<file path="src/hdl/gzd_pkg.sv">
`timescale 1ns / 1ps
// ============================================================================
// gzd_pkg
// Shared constants, result word type and a helper for the gzip/zlib header
// detector.
// ============================================================================
package gzd_pkg;

    localparam int LEN_W = 32;

    localparam logic [1:0] FMT_RAW  = 2'd0;
    localparam logic [1:0] FMT_ZLIB = 2'd1;
    localparam logic [1:0] FMT_GZIP = 2'd2;

    localparam logic [7:0] GZ_ID1    = 8'h1F;
    localparam logic [7:0] GZ_ID2    = 8'h8B;
    localparam logic [7:0] GZ_CM     = 8'h08;
    localparam logic [7:0] FLG_FHCRC = 8'h02;
    localparam logic [7:0] FLG_FEXTRA = 8'h04;
    localparam logic [7:0] FLG_FNAME = 8'h08;
    localparam logic [7:0] FLG_FCMT  = 8'h10;
    localparam logic [3:0] ZLIB_CM   = 4'h8;

    localparam logic [LEN_W-1:0] GZ_MIN_LEN  = LEN_W'(10);
    localparam logic [LEN_W-1:0] GZ_HDR_LAST = LEN_W'(9);
    localparam logic [LEN_W-1:0] GZ_FLG_POS  = LEN_W'(3);
    localparam logic [LEN_W-1:0] TRAILER_LEN = LEN_W'(8);
    localparam logic [15:0]      HCRC_LEN    = 16'd2;

    localparam int RES_MAX = 3;

    typedef struct packed {
        logic [7:0]       data;
        logic             valid;
        logic [1:0]       fmt;
        logic [LEN_W-1:0] plen;
        logic             err;
        logic             last;
    } res_t;

    // True when the 16-bit value is a multiple of 31, by folding 5-bit digits.
    function automatic logic mod31_zero(input logic [15:0] v);
        logic [6:0] s1;
        logic [5:0] s2;
        s1 = {2'b00, v[4:0]} + {2'b00, v[9:5]} + {2'b00, v[14:10]} + {6'd0, v[15]};
        s2 = {1'b0, s1[4:0]} + {4'd0, s1[6:5]};
        return (s2 == 6'd0) || (s2 == 6'd31);
    endfunction

endpackage

</file>
<file path="src/hdl/gzip_zlib_header_detector.sv">
`timescale 1ns / 1ps
// ============================================================================
// gzip_zlib_header_detector
// Classifies a compressed file as gzip, zlib or raw deflate and forwards the
// deflate stream bytes.
//
// The block takes one byte per cycle while in_ready is high. Each byte is
// decided in the cycle it is accepted and its result words go into a
// four-word result queue; the third byte of a file can release up to three
// words (the two held bytes and itself), and the last byte of a two-byte
// file releases two, so in_ready is high while the queue holds at most one
// word. A byte that releases two or three words at once therefore stalls the
// input while the queue drains, even with res_ready high. The file length is
// written on the cfg channel and resets to one; the user must write it only
// between files, which the block itself does not enforce.
// ============================================================================
module gzip_zlib_header_detector
    import gzd_pkg::*;
(
    input  logic              clk,
    input  logic              rst_n,
    input  logic              cfg_valid,
    output logic              cfg_ready,
    input  logic [LEN_W-1:0]  cfg_data,
    input  logic              in_valid,
    output logic              in_ready,
    input  logic [7:0]        in_byte,
    input  logic              in_last,
    output logic              res_valid,
    input  logic              res_ready,
    output logic [7:0]        out_byte,
    output logic              out_valid,
    output logic [1:0]        format,
    output logic [LEN_W-1:0]  payload_length,
    output logic              header_error,
    output logic              out_last
);

    res_t [RES_MAX-1:0] res;
    logic [1:0]         res_cnt;
    logic               acc;
    logic               pop;
    res_t               mem_reg [4];
    logic [1:0]         wr_ptr_reg, wr_ptr_next;
    logic [1:0]         rd_ptr_reg, rd_ptr_next;
    logic [2:0]         count_reg, count_next;
    res_t               head;

    assign cfg_ready = 1'b1;
    assign in_ready  = (count_reg <= 3'd1);
    assign acc       = in_valid && in_ready;
    assign res_valid = (count_reg != 3'd0);
    assign pop       = res_valid && res_ready;

    gzd_parser u_parser (
        .clk     (clk),
        .rst_n   (rst_n),
        .acc     (acc),
        .in_byte (in_byte),
        .in_last (in_last),
        .cfg_we  (cfg_valid && cfg_ready),
        .cfg_data(cfg_data),
        .res     (res),
        .res_cnt (res_cnt)
    );

    always_comb
    begin
        wr_ptr_next = wr_ptr_reg + res_cnt;
        rd_ptr_next = rd_ptr_reg + {1'b0, pop};
        count_next  = count_reg + {1'b0, res_cnt} - {2'b00, pop};
        head        = mem_reg[rd_ptr_reg];
    end

    always_ff @(posedge clk)
    begin
        for (int i = 0; i < RES_MAX; i++)
        begin
            if (2'(i) < res_cnt)
            begin
                mem_reg[wr_ptr_reg + 2'(i)] <= res[i];
            end
        end
    end

    always_ff @(posedge clk or negedge rst_n)
    begin
        if (!rst_n)
        begin
            wr_ptr_reg <= 2'd0;
            rd_ptr_reg <= 2'd0;
            count_reg  <= 3'd0;
        end
        else
        begin
            wr_ptr_reg <= wr_ptr_next;
            rd_ptr_reg <= rd_ptr_next;
            count_reg  <= count_next;
        end
    end

    assign out_byte       = head.data;
    assign out_valid      = head.valid;
    assign format         = head.fmt;
    assign payload_length = head.plen;
    assign header_error   = head.err;
    assign out_last       = head.last;

endmodule

</file>
<file path="src/hdl/gzd_parser.sv">
`timescale 1ns / 1ps
// ============================================================================
// gzd_parser
// Per-byte format detection, gzip header walk and result word generation.
// ============================================================================
module gzd_parser
    import gzd_pkg::*;
(
    input  logic                 clk,
    input  logic                 rst_n,
    input  logic                 acc,
    input  logic [7:0]           in_byte,
    input  logic                 in_last,
    input  logic                 cfg_we,
    input  logic [LEN_W-1:0]     cfg_data,
    output res_t [RES_MAX-1:0]   res,
    output logic [1:0]           res_cnt
);

    typedef enum logic [2:0] {
        PH_FIXED,
        PH_XLEN_LO,
        PH_XLEN_HI,
        PH_EXTRA,
        PH_NAME,
        PH_COMMENT,
        PH_HCRC,
        PH_DATA
    } phase_t;

    logic [LEN_W-1:0] flen_reg, flen_next;
    logic [LEN_W-1:0] pos_reg, pos_next;
    logic [7:0]       held0_reg, held0_next;
    logic [7:0]       held1_reg, held1_next;
    logic [1:0]       fmt_reg, fmt_next;
    logic [7:0]       flag_reg, flag_next;
    phase_t           phase_reg, phase_next;
    logic [15:0]      skip_reg, skip_next;
    logic [LEN_W-1:0] cnt_reg, cnt_next;
    logic             short_reg, short_next;

    logic             fin;
    logic [LEN_W:0]   pos_inc;
    logic [LEN_W-1:0] remain;
    logic             trailer_ok;
    logic [7:0]       pb [RES_MAX];
    logic [1:0]       npass;
    logic [1:0]       fmt_cur;
    logic             ns_req;
    phase_t           ns_from;
    logic [15:0]      skip_tmp;
    logic [LEN_W:0]   cnt_sum;
    logic [LEN_W-1:0] cnt_new;
    logic [1:0]       nres;
    logic             err;
    logic             gz_hit;
    logic             zl_hit;
    logic [7:0]       zl_b1;

    always_comb
    begin
        pos_inc    = {1'b0, pos_reg} + {{LEN_W{1'b0}}, 1'b1};
        fin        = in_last || (pos_inc >= {1'b0, flen_reg});
        remain     = flen_reg - pos_reg;
        trailer_ok = (pos_reg < flen_reg) && (remain > TRAILER_LEN);
        zl_b1      = (pos_reg == LEN_W'(1)) ? in_byte : held1_reg;
        zl_hit     = (pos_reg != '0) && (held0_reg[3:0] == ZLIB_CM)
                     && mod31_zero({held0_reg, zl_b1});
        if (pos_reg == '0)
        begin
            zl_hit = 1'b0;
        end
        gz_hit     = (pos_reg == LEN_W'(2)) && (flen_reg >= GZ_MIN_LEN)
                     && (held0_reg == GZ_ID1) && (held1_reg == GZ_ID2)
                     && (in_byte == GZ_CM);

        flen_next  = cfg_we ? cfg_data : flen_reg;
        pos_next   = pos_reg;
        held0_next = held0_reg;
        held1_next = held1_reg;
        fmt_cur    = fmt_reg;
        flag_next  = flag_reg;
        phase_next = phase_reg;
        skip_next  = skip_reg;
        short_next = short_reg;
        npass      = 2'd0;
        pb[0]      = in_byte;
        pb[1]      = 8'd0;
        pb[2]      = 8'd0;
        ns_req     = 1'b0;
        ns_from    = PH_FIXED;
        skip_tmp   = 16'd0;

        if (acc)
        begin
            if ((pos_reg < LEN_W'(2)) && !fin)
            begin
                if (pos_reg[0])
                begin
                    held1_next = in_byte;
                end
                else
                begin
                    held0_next = in_byte;
                end
            end
            else if (pos_reg < LEN_W'(3))
            begin
                if (gz_hit)
                begin
                    fmt_cur    = FMT_GZIP;
                    phase_next = PH_FIXED;
                end
                else
                begin
                    fmt_cur = zl_hit ? FMT_ZLIB : FMT_RAW;
                    unique case (pos_reg[1:0])
                        2'd0:
                        begin
                            pb[0] = in_byte;
                            npass = 2'd1;
                        end
                        2'd1:
                        begin
                            pb[0] = held0_reg;
                            pb[1] = in_byte;
                            npass = 2'd2;
                        end
                        default:
                        begin
                            pb[0] = held0_reg;
                            pb[1] = held1_reg;
                            pb[2] = in_byte;
                            npass = 2'd3;
                        end
                    endcase
                end
            end
            else if (fmt_reg == FMT_GZIP)
            begin
                unique case (phase_reg)
                    PH_FIXED:
                    begin
                        if (pos_reg == GZ_FLG_POS)
                        begin
                            flag_next = in_byte;
                        end
                        if (pos_reg >= GZ_HDR_LAST)
                        begin
                            ns_req  = 1'b1;
                            ns_from = PH_FIXED;
                        end
                    end
                    PH_XLEN_LO:
                    begin
                        skip_next  = {8'd0, in_byte};
                        phase_next = PH_XLEN_HI;
                    end
                    PH_XLEN_HI:
                    begin
                        skip_tmp  = skip_reg | {in_byte, 8'd0};
                        skip_next = skip_tmp;
                        if (skip_tmp == 16'd0)
                        begin
                            ns_req  = 1'b1;
                            ns_from = PH_EXTRA;
                        end
                        else
                        begin
                            phase_next = PH_EXTRA;
                        end
                    end
                    PH_EXTRA, PH_HCRC:
                    begin
                        skip_tmp  = (skip_reg != 16'd0) ? skip_reg - 16'd1 : skip_reg;
                        skip_next = skip_tmp;
                        if (skip_tmp == 16'd0)
                        begin
                            ns_req  = 1'b1;
                            ns_from = phase_reg;
                        end
                    end
                    PH_NAME, PH_COMMENT:
                    begin
                        if (in_byte == 8'd0)
                        begin
                            ns_req  = 1'b1;
                            ns_from = phase_reg;
                        end
                    end
                    default:
                    begin
                        if (trailer_ok)
                        begin
                            pb[0] = in_byte;
                            npass = 2'd1;
                        end
                    end
                endcase
            end
            else
            begin
                pb[0] = in_byte;
                npass = 2'd1;
            end

            if (ns_req)
            begin
                priority if ((ns_from < PH_XLEN_LO) && ((flag_reg & FLG_FEXTRA) != 8'd0))
                begin
                    phase_next = PH_XLEN_LO;
                end
                else if ((ns_from < PH_NAME) && ((flag_reg & FLG_FNAME) != 8'd0))
                begin
                    phase_next = PH_NAME;
                end
                else if ((ns_from < PH_COMMENT) && ((flag_reg & FLG_FCMT) != 8'd0))
                begin
                    phase_next = PH_COMMENT;
                end
                else if ((ns_from < PH_HCRC) && ((flag_reg & FLG_FHCRC) != 8'd0))
                begin
                    phase_next = PH_HCRC;
                    skip_next  = HCRC_LEN;
                end
                else
                begin
                    phase_next = PH_DATA;
                    short_next = !trailer_ok;
                end
            end
        end

        cnt_sum = {1'b0, cnt_reg} + {{(LEN_W-1){1'b0}}, npass};
        cnt_new = cnt_sum[LEN_W] ? {LEN_W{1'b1}} : cnt_sum[LEN_W-1:0];
        err     = (fmt_cur == FMT_GZIP) && ((phase_next != PH_DATA) || short_next);
        nres    = (fin && (npass == 2'd0)) ? 2'd1 : npass;
        cnt_next = acc ? cnt_new : cnt_reg;
        fmt_next = acc ? fmt_cur : fmt_reg;

        if (acc && !((pos_reg < LEN_W'(2)) && !fin))
        begin
            if (!fin)
            begin
                pos_next = pos_inc[LEN_W] ? pos_reg : pos_inc[LEN_W-1:0];
            end
        end
        else if (acc)
        begin
            pos_next = pos_inc[LEN_W-1:0];
        end

        if (acc && fin)
        begin
            pos_next   = '0;
            held0_next = 8'd0;
            held1_next = 8'd0;
            fmt_next   = FMT_RAW;
            flag_next  = 8'd0;
            phase_next = PH_FIXED;
            skip_next  = 16'd0;
            cnt_next   = '0;
            short_next = 1'b0;
        end

        for (int i = 0; i < RES_MAX; i++)
        begin
            res[i].data  = pb[i];
            res[i].valid = 1'b1;
            res[i].fmt   = fmt_cur;
            res[i].plen  = '0;
            res[i].err   = 1'b0;
            res[i].last  = 1'b0;
        end
        if (fin)
        begin
            if (npass == 2'd0)
            begin
                res[0].data  = 8'd0;
                res[0].valid = 1'b0;
            end
            res[nres - 2'd1].plen = cnt_new;
            res[nres - 2'd1].err  = err;
            res[nres - 2'd1].last = 1'b1;
        end
        res_cnt = acc ? nres : 2'd0;
    end

    always_ff @(posedge clk or negedge rst_n)
    begin
        if (!rst_n)
        begin
            flen_reg  <= LEN_W'(1);
            pos_reg   <= '0;
            held0_reg <= 8'd0;
            held1_reg <= 8'd0;
            fmt_reg   <= FMT_RAW;
            flag_reg  <= 8'd0;
            phase_reg <= PH_FIXED;
            skip_reg  <= 16'd0;
            cnt_reg   <= '0;
            short_reg <= 1'b0;
        end
        else
        begin
            flen_reg  <= flen_next;
            pos_reg   <= pos_next;
            held0_reg <= held0_next;
            held1_reg <= held1_next;
            fmt_reg   <= fmt_next;
            flag_reg  <= flag_next;
            phase_reg <= phase_next;
            skip_reg  <= skip_next;
            cnt_reg   <= cnt_next;
            short_reg <= short_next;
        end
    end

endmodule
</file>
<file path="config.mk">
export PLATFORM = sky130hd
export DESIGN_NAME = gzip_zlib_header_detector
export DESIGN_NICKNAME = d
export VERILOG_FILES = /design/src/hdl/gzd_pkg.sv /design/src/hdl/gzip_zlib_header_detector.sv /design/src/hdl/gzd_parser.sv
export SDC_FILE = /design/constraint.sdc
export NUM_CORES = 1
export LEC_CHECK = 0
export ABC_AREA = 1
export BUFFER_PORTS_ARGS = -buffer_cell sky130_fd_sc_hd__buf_2
export CAP_MARGIN = 20
export CORE_MARGIN = 1
export CORE_UTILIZATION = 65
export CTS_BUF_LIST = sky130_fd_sc_hd__clkbuf_8
export CTS_CLUSTER_DIAMETER = 200
export CTS_CLUSTER_SIZE = 12
export DETAILED_ROUTE_END_ITERATION = 10
export PLACE_DENSITY = 0.83
export SKIP_LAST_GASP = 1
export SLEW_MARGIN = 20
export SYNTH_ARGS = -nofsm -noshare
export SYNTH_HDL_FRONTEND = slang
export SYNTH_HIERARCHICAL = 1
export SYNTH_SLANG_ARGS = --single-unit
export TNS_END_PERCENT = 30
</file>
<file path="constraint.sdc">
create_clock -name clk -period 11.5 [get_ports clk]
set_input_delay 0.575 -clock clk [delete_from_list [all_inputs] [get_ports clk]]
set_output_delay 0.575 -clock clk [all_outputs]
set_load 0.02 [all_outputs]
</file>
==> flow_metrics.py <==
metrics = {
    "status": {
        "status": "finished, final reports clean",
    },
    "pwr": {
        "p_switching_uw": 3390,
        "power.share.clock_pct": 10.7,
        "power_frac_comb_pct": 62.4,
        "p_seq_share_pct": 26.9,
        "power.density_nw_per_um2": 247,
        "p_sw_share_pct": 52.8,
        "power_uw": 6420,
        "leakage_uw": 0.0126,
        "ir_drop_uv": 229,
        "intPower_uw": 3030,
    },
    "floorplanning": {
        "ios": 94,
        "fp.dieH_um": 198,
        "core_sq_um": 37800,
        "die_w_um": 198,
        "die-area_sq_um": 39300,
        "rows": 71,
        "start_util_pct": 66.3,
    },
    "timing": {
        "hold_ws_ps": 109,
        "hold_viol_final": 0,
        "rsz0062_at_grt": "no",
        "tns_ps": 0,
        "relSlewSlack_pct": 21.0,
        "max_freq_ghz": 0.121,
        "worst_slack_ps": 3270,
        "setup_viol_count_final": 0,
        "drv_slew": 0,
        "tightest_slew_ps": 1180,
        "worst_clock_skew_ps": 39.6,
        "fin_crit_ps": 8230,
        "period_share_pct": 71.6,
    },
    "grt": {
        "grt_max_degree": 95,
        "antenna_found_initial": 0,
        "grt_first_pass_wirelength_um": 125000,
        "grt_pass1_vias": 24437,
        "grt_use_total_pct": 40.2,
        "grt_overflow": 0,
    },
    "layout": {
        "areaGrowthSynthToFinish_pct": 4.02,
        "regArea_sq_um": 9040,
        "drive_above_1_share_pct": 6.96,
        "fillCellCount": 3228,
        "multiInputGateArea_sq_um": 13600,
        "fin_area_sq_um": 26000,
        "fin_nets": 3762,
        "largest_reg_flops": 180,
        "diodes": 0,
    },
    "setup_path": {
        "start_kind": "flip-flop",
        "cp_slowest_cell": "dfrtp_1",
        "cp_max_fo": 15,
        "crit_type": "flip-flop to flip-flop",
        "critPathMostFrequentCell": "nand2_1",
        "worstPathRequired_ps": 11920,
        "rrSetupSlack_ps": 3270,
        "slowest_delay_ps": 540,
        "critPathArrivalTime_ps": 8650,
        "end_kind": "flip-flop",
    },
    "synth": {
        "syn_inst": 3639,
        "ys_async_sr_fraction_pct": 44.6,
        "yosys.cell_types.count": 62,
        "synth_area_sq_um": 25000,
        "yosys-top-cells-count": "1075 x nand2_1, 465 x nor2_1, 404 x inv_1",
        "synth.top_cell.area_share_pct": 21.6,
        "synth-seq-area-share_pct": 36.1,
        "netlist_top_cells_area": "edfxtp_1 22%, nand2_1 16%, dfrtp_1 14%",
        "synth_top_flop_cell": "edfxtp_1",
        "avgSynthCellArea_sq_um": 6.88,
        "synth_top_area_cell": "edfxtp_1",
        "synth_edf_count": 180,
        "ys_ff_latch": 325,
        "yosys_warnings": 6,
        "yosysMostFrequentCell": "nand2_1",
    },
    "routing": {
        "ant_nets": 0,
        "vias": 25602,
        "drt-initial-drc-count": 3092,
        "route.top_layer_used": "met4",
        "drt-met1-wl_um": 29900,
        "drc": 0,
        "via_per_inst": 6.16,
        "wl_met2_um": 36500,
        "drt-wirelength-per-cell_um": 19.1,
        "drt_first_pass_iters": 7,
        "routed-wl-met3_um": 9250,
        "drt_wl_total_um": 79300,
    },
    "min_path": {
        "hp-class": "primary input to flip-flop",
    },
    "clocking": {
        "cts_root_buf": "clkbuf_8",
        "h-tree-depth": 1,
        "cts_buffers": 31,
        "cts_tree": "yes",
        "clk_latency_ps": 670,
        "cts_setup_buffers": 0,
        "cts_buffer_depth": 3,
        "cts.clk_slew.worst_paths_ps": 100,
        "cts.sinks": 325,
        "cts_resized": 0,
    },
    "run": {
        "drv_cap": 0,
    },
    "placed_design": {
        "io_buffers": 92,
        "place_ws_ps": 3460,
        "dpl_cell_area_sq_um": 25500,
        "gp_congestion": 0.975,
        "dpl.hpwl_um": 52000,
    },
}
==> power groups by stage <==
stage	Sequential, uW	Clock [uW]	Combinational (uW)
2_1_floorplan	1690	0	2970
3_3_place_gp	1740	0	3810
3_5_place_dp	1750	0	3920
4_1_cts	1720	685	3930
5_1_grt	1760	727	4450
6_report	1730	686	4010
==> cells by family (layout without fill, tap and decap cells) <==
logic type	after synthesis	in the layout	share of synthesized area, %
fa+ha+maj	92	92	4.90
simple gates	2088	2088	35.9
other cells	3	5	0.0450
xor+xnor	59	59	2.07
compound gates	463	463	10.3
flops	325	325	36.1
mux	18	18	0.740
buf+inv	591	597	9.92
==> worst max-delay path, delay by kind of cell (launching register included) <==
kind / cells / cell delay [ps]
and+or+nand+nor: 35 / 5340
DFF: 1 / 540
buffers and inverters: 8 / 710
xor gates and xnor gates: 1 / 190
adders and majority gates: 4 / 1200
==> what timing repair did <==
item / 4_1_cts / 5_1_grt
endpoints found under the setup margin: 0 / 0
hold buffers: 1 / 0
hold endpoints to repair: 71 / 0
==> final cells by class <==
type / instances / area share, %
Sequential cell: 325 / 34.7
Timing Repair Buffer: 119 / 2.58
Clock inverter: 25 / 0.389
Tap cell: 511 / 2.46
Clock buffer: 31 / 1.64
Multi-Input combinational cell: 2725 / 52.1
Inverter: 422 / 6.09
==> path summary, 6_finish.rpt <==
check                                    start               endpoint  cells after the start
max                        u_parser/pos_reg[1]         mem_reg[3][32]                     48
min                                cfg_data[9]   u_parser/flen_reg[9]                      3
max reg2reg                u_parser/pos_reg[1]         mem_reg[3][32]                     48
min reg2reg                u_parser/cnt_reg[0]    u_parser/cnt_reg[0]                      2
max in group asynchronous                rst_n          wr_ptr_reg[0]                      3
min in group asynchronous                rst_n  u_parser/flen_reg[29]                      2
==> metal layers <==
metal	track usage (%)	up-vias
met3	7.00	374
met5	0	-
met2	66.3	1758
li1	-	11863
met1	50.7	11607
met4	20.4	0
==> metrics by stage <==
step | instances | util, %
finish | 4158 | 68.9
floorplan | 3641 | -
CTS | 4158 | 68.9
global placement | 4101 | 67.5
global route | 4158 | 68.9
detailed placement | 4101 | 67.5
==> cells in the final DEF, fill, tap and decap left out, types with 10 or more instances in the layout <==
master	count
a21oi_1	87
nand2_2	11
o22ai_2	10
mux2i_1	14
fa_1	10
buf_2	91
inv_2	17
o22ai_1	62
nand2_1	1075
ha_1	82
nor3_1	43
nor3_2	11
xnor2_1	11
o21ai_0	235
edfxtp_1	180
buf_4	26
nand3_1	311
dfrtp_1	142
nor2_4	10
nand4_1	94
nor2_1	464
nor4_1	25
inv_1	427
clkbuf_8	31
o21ai_1	27
xor2_1	48
(Power assumes the default switching activity.)
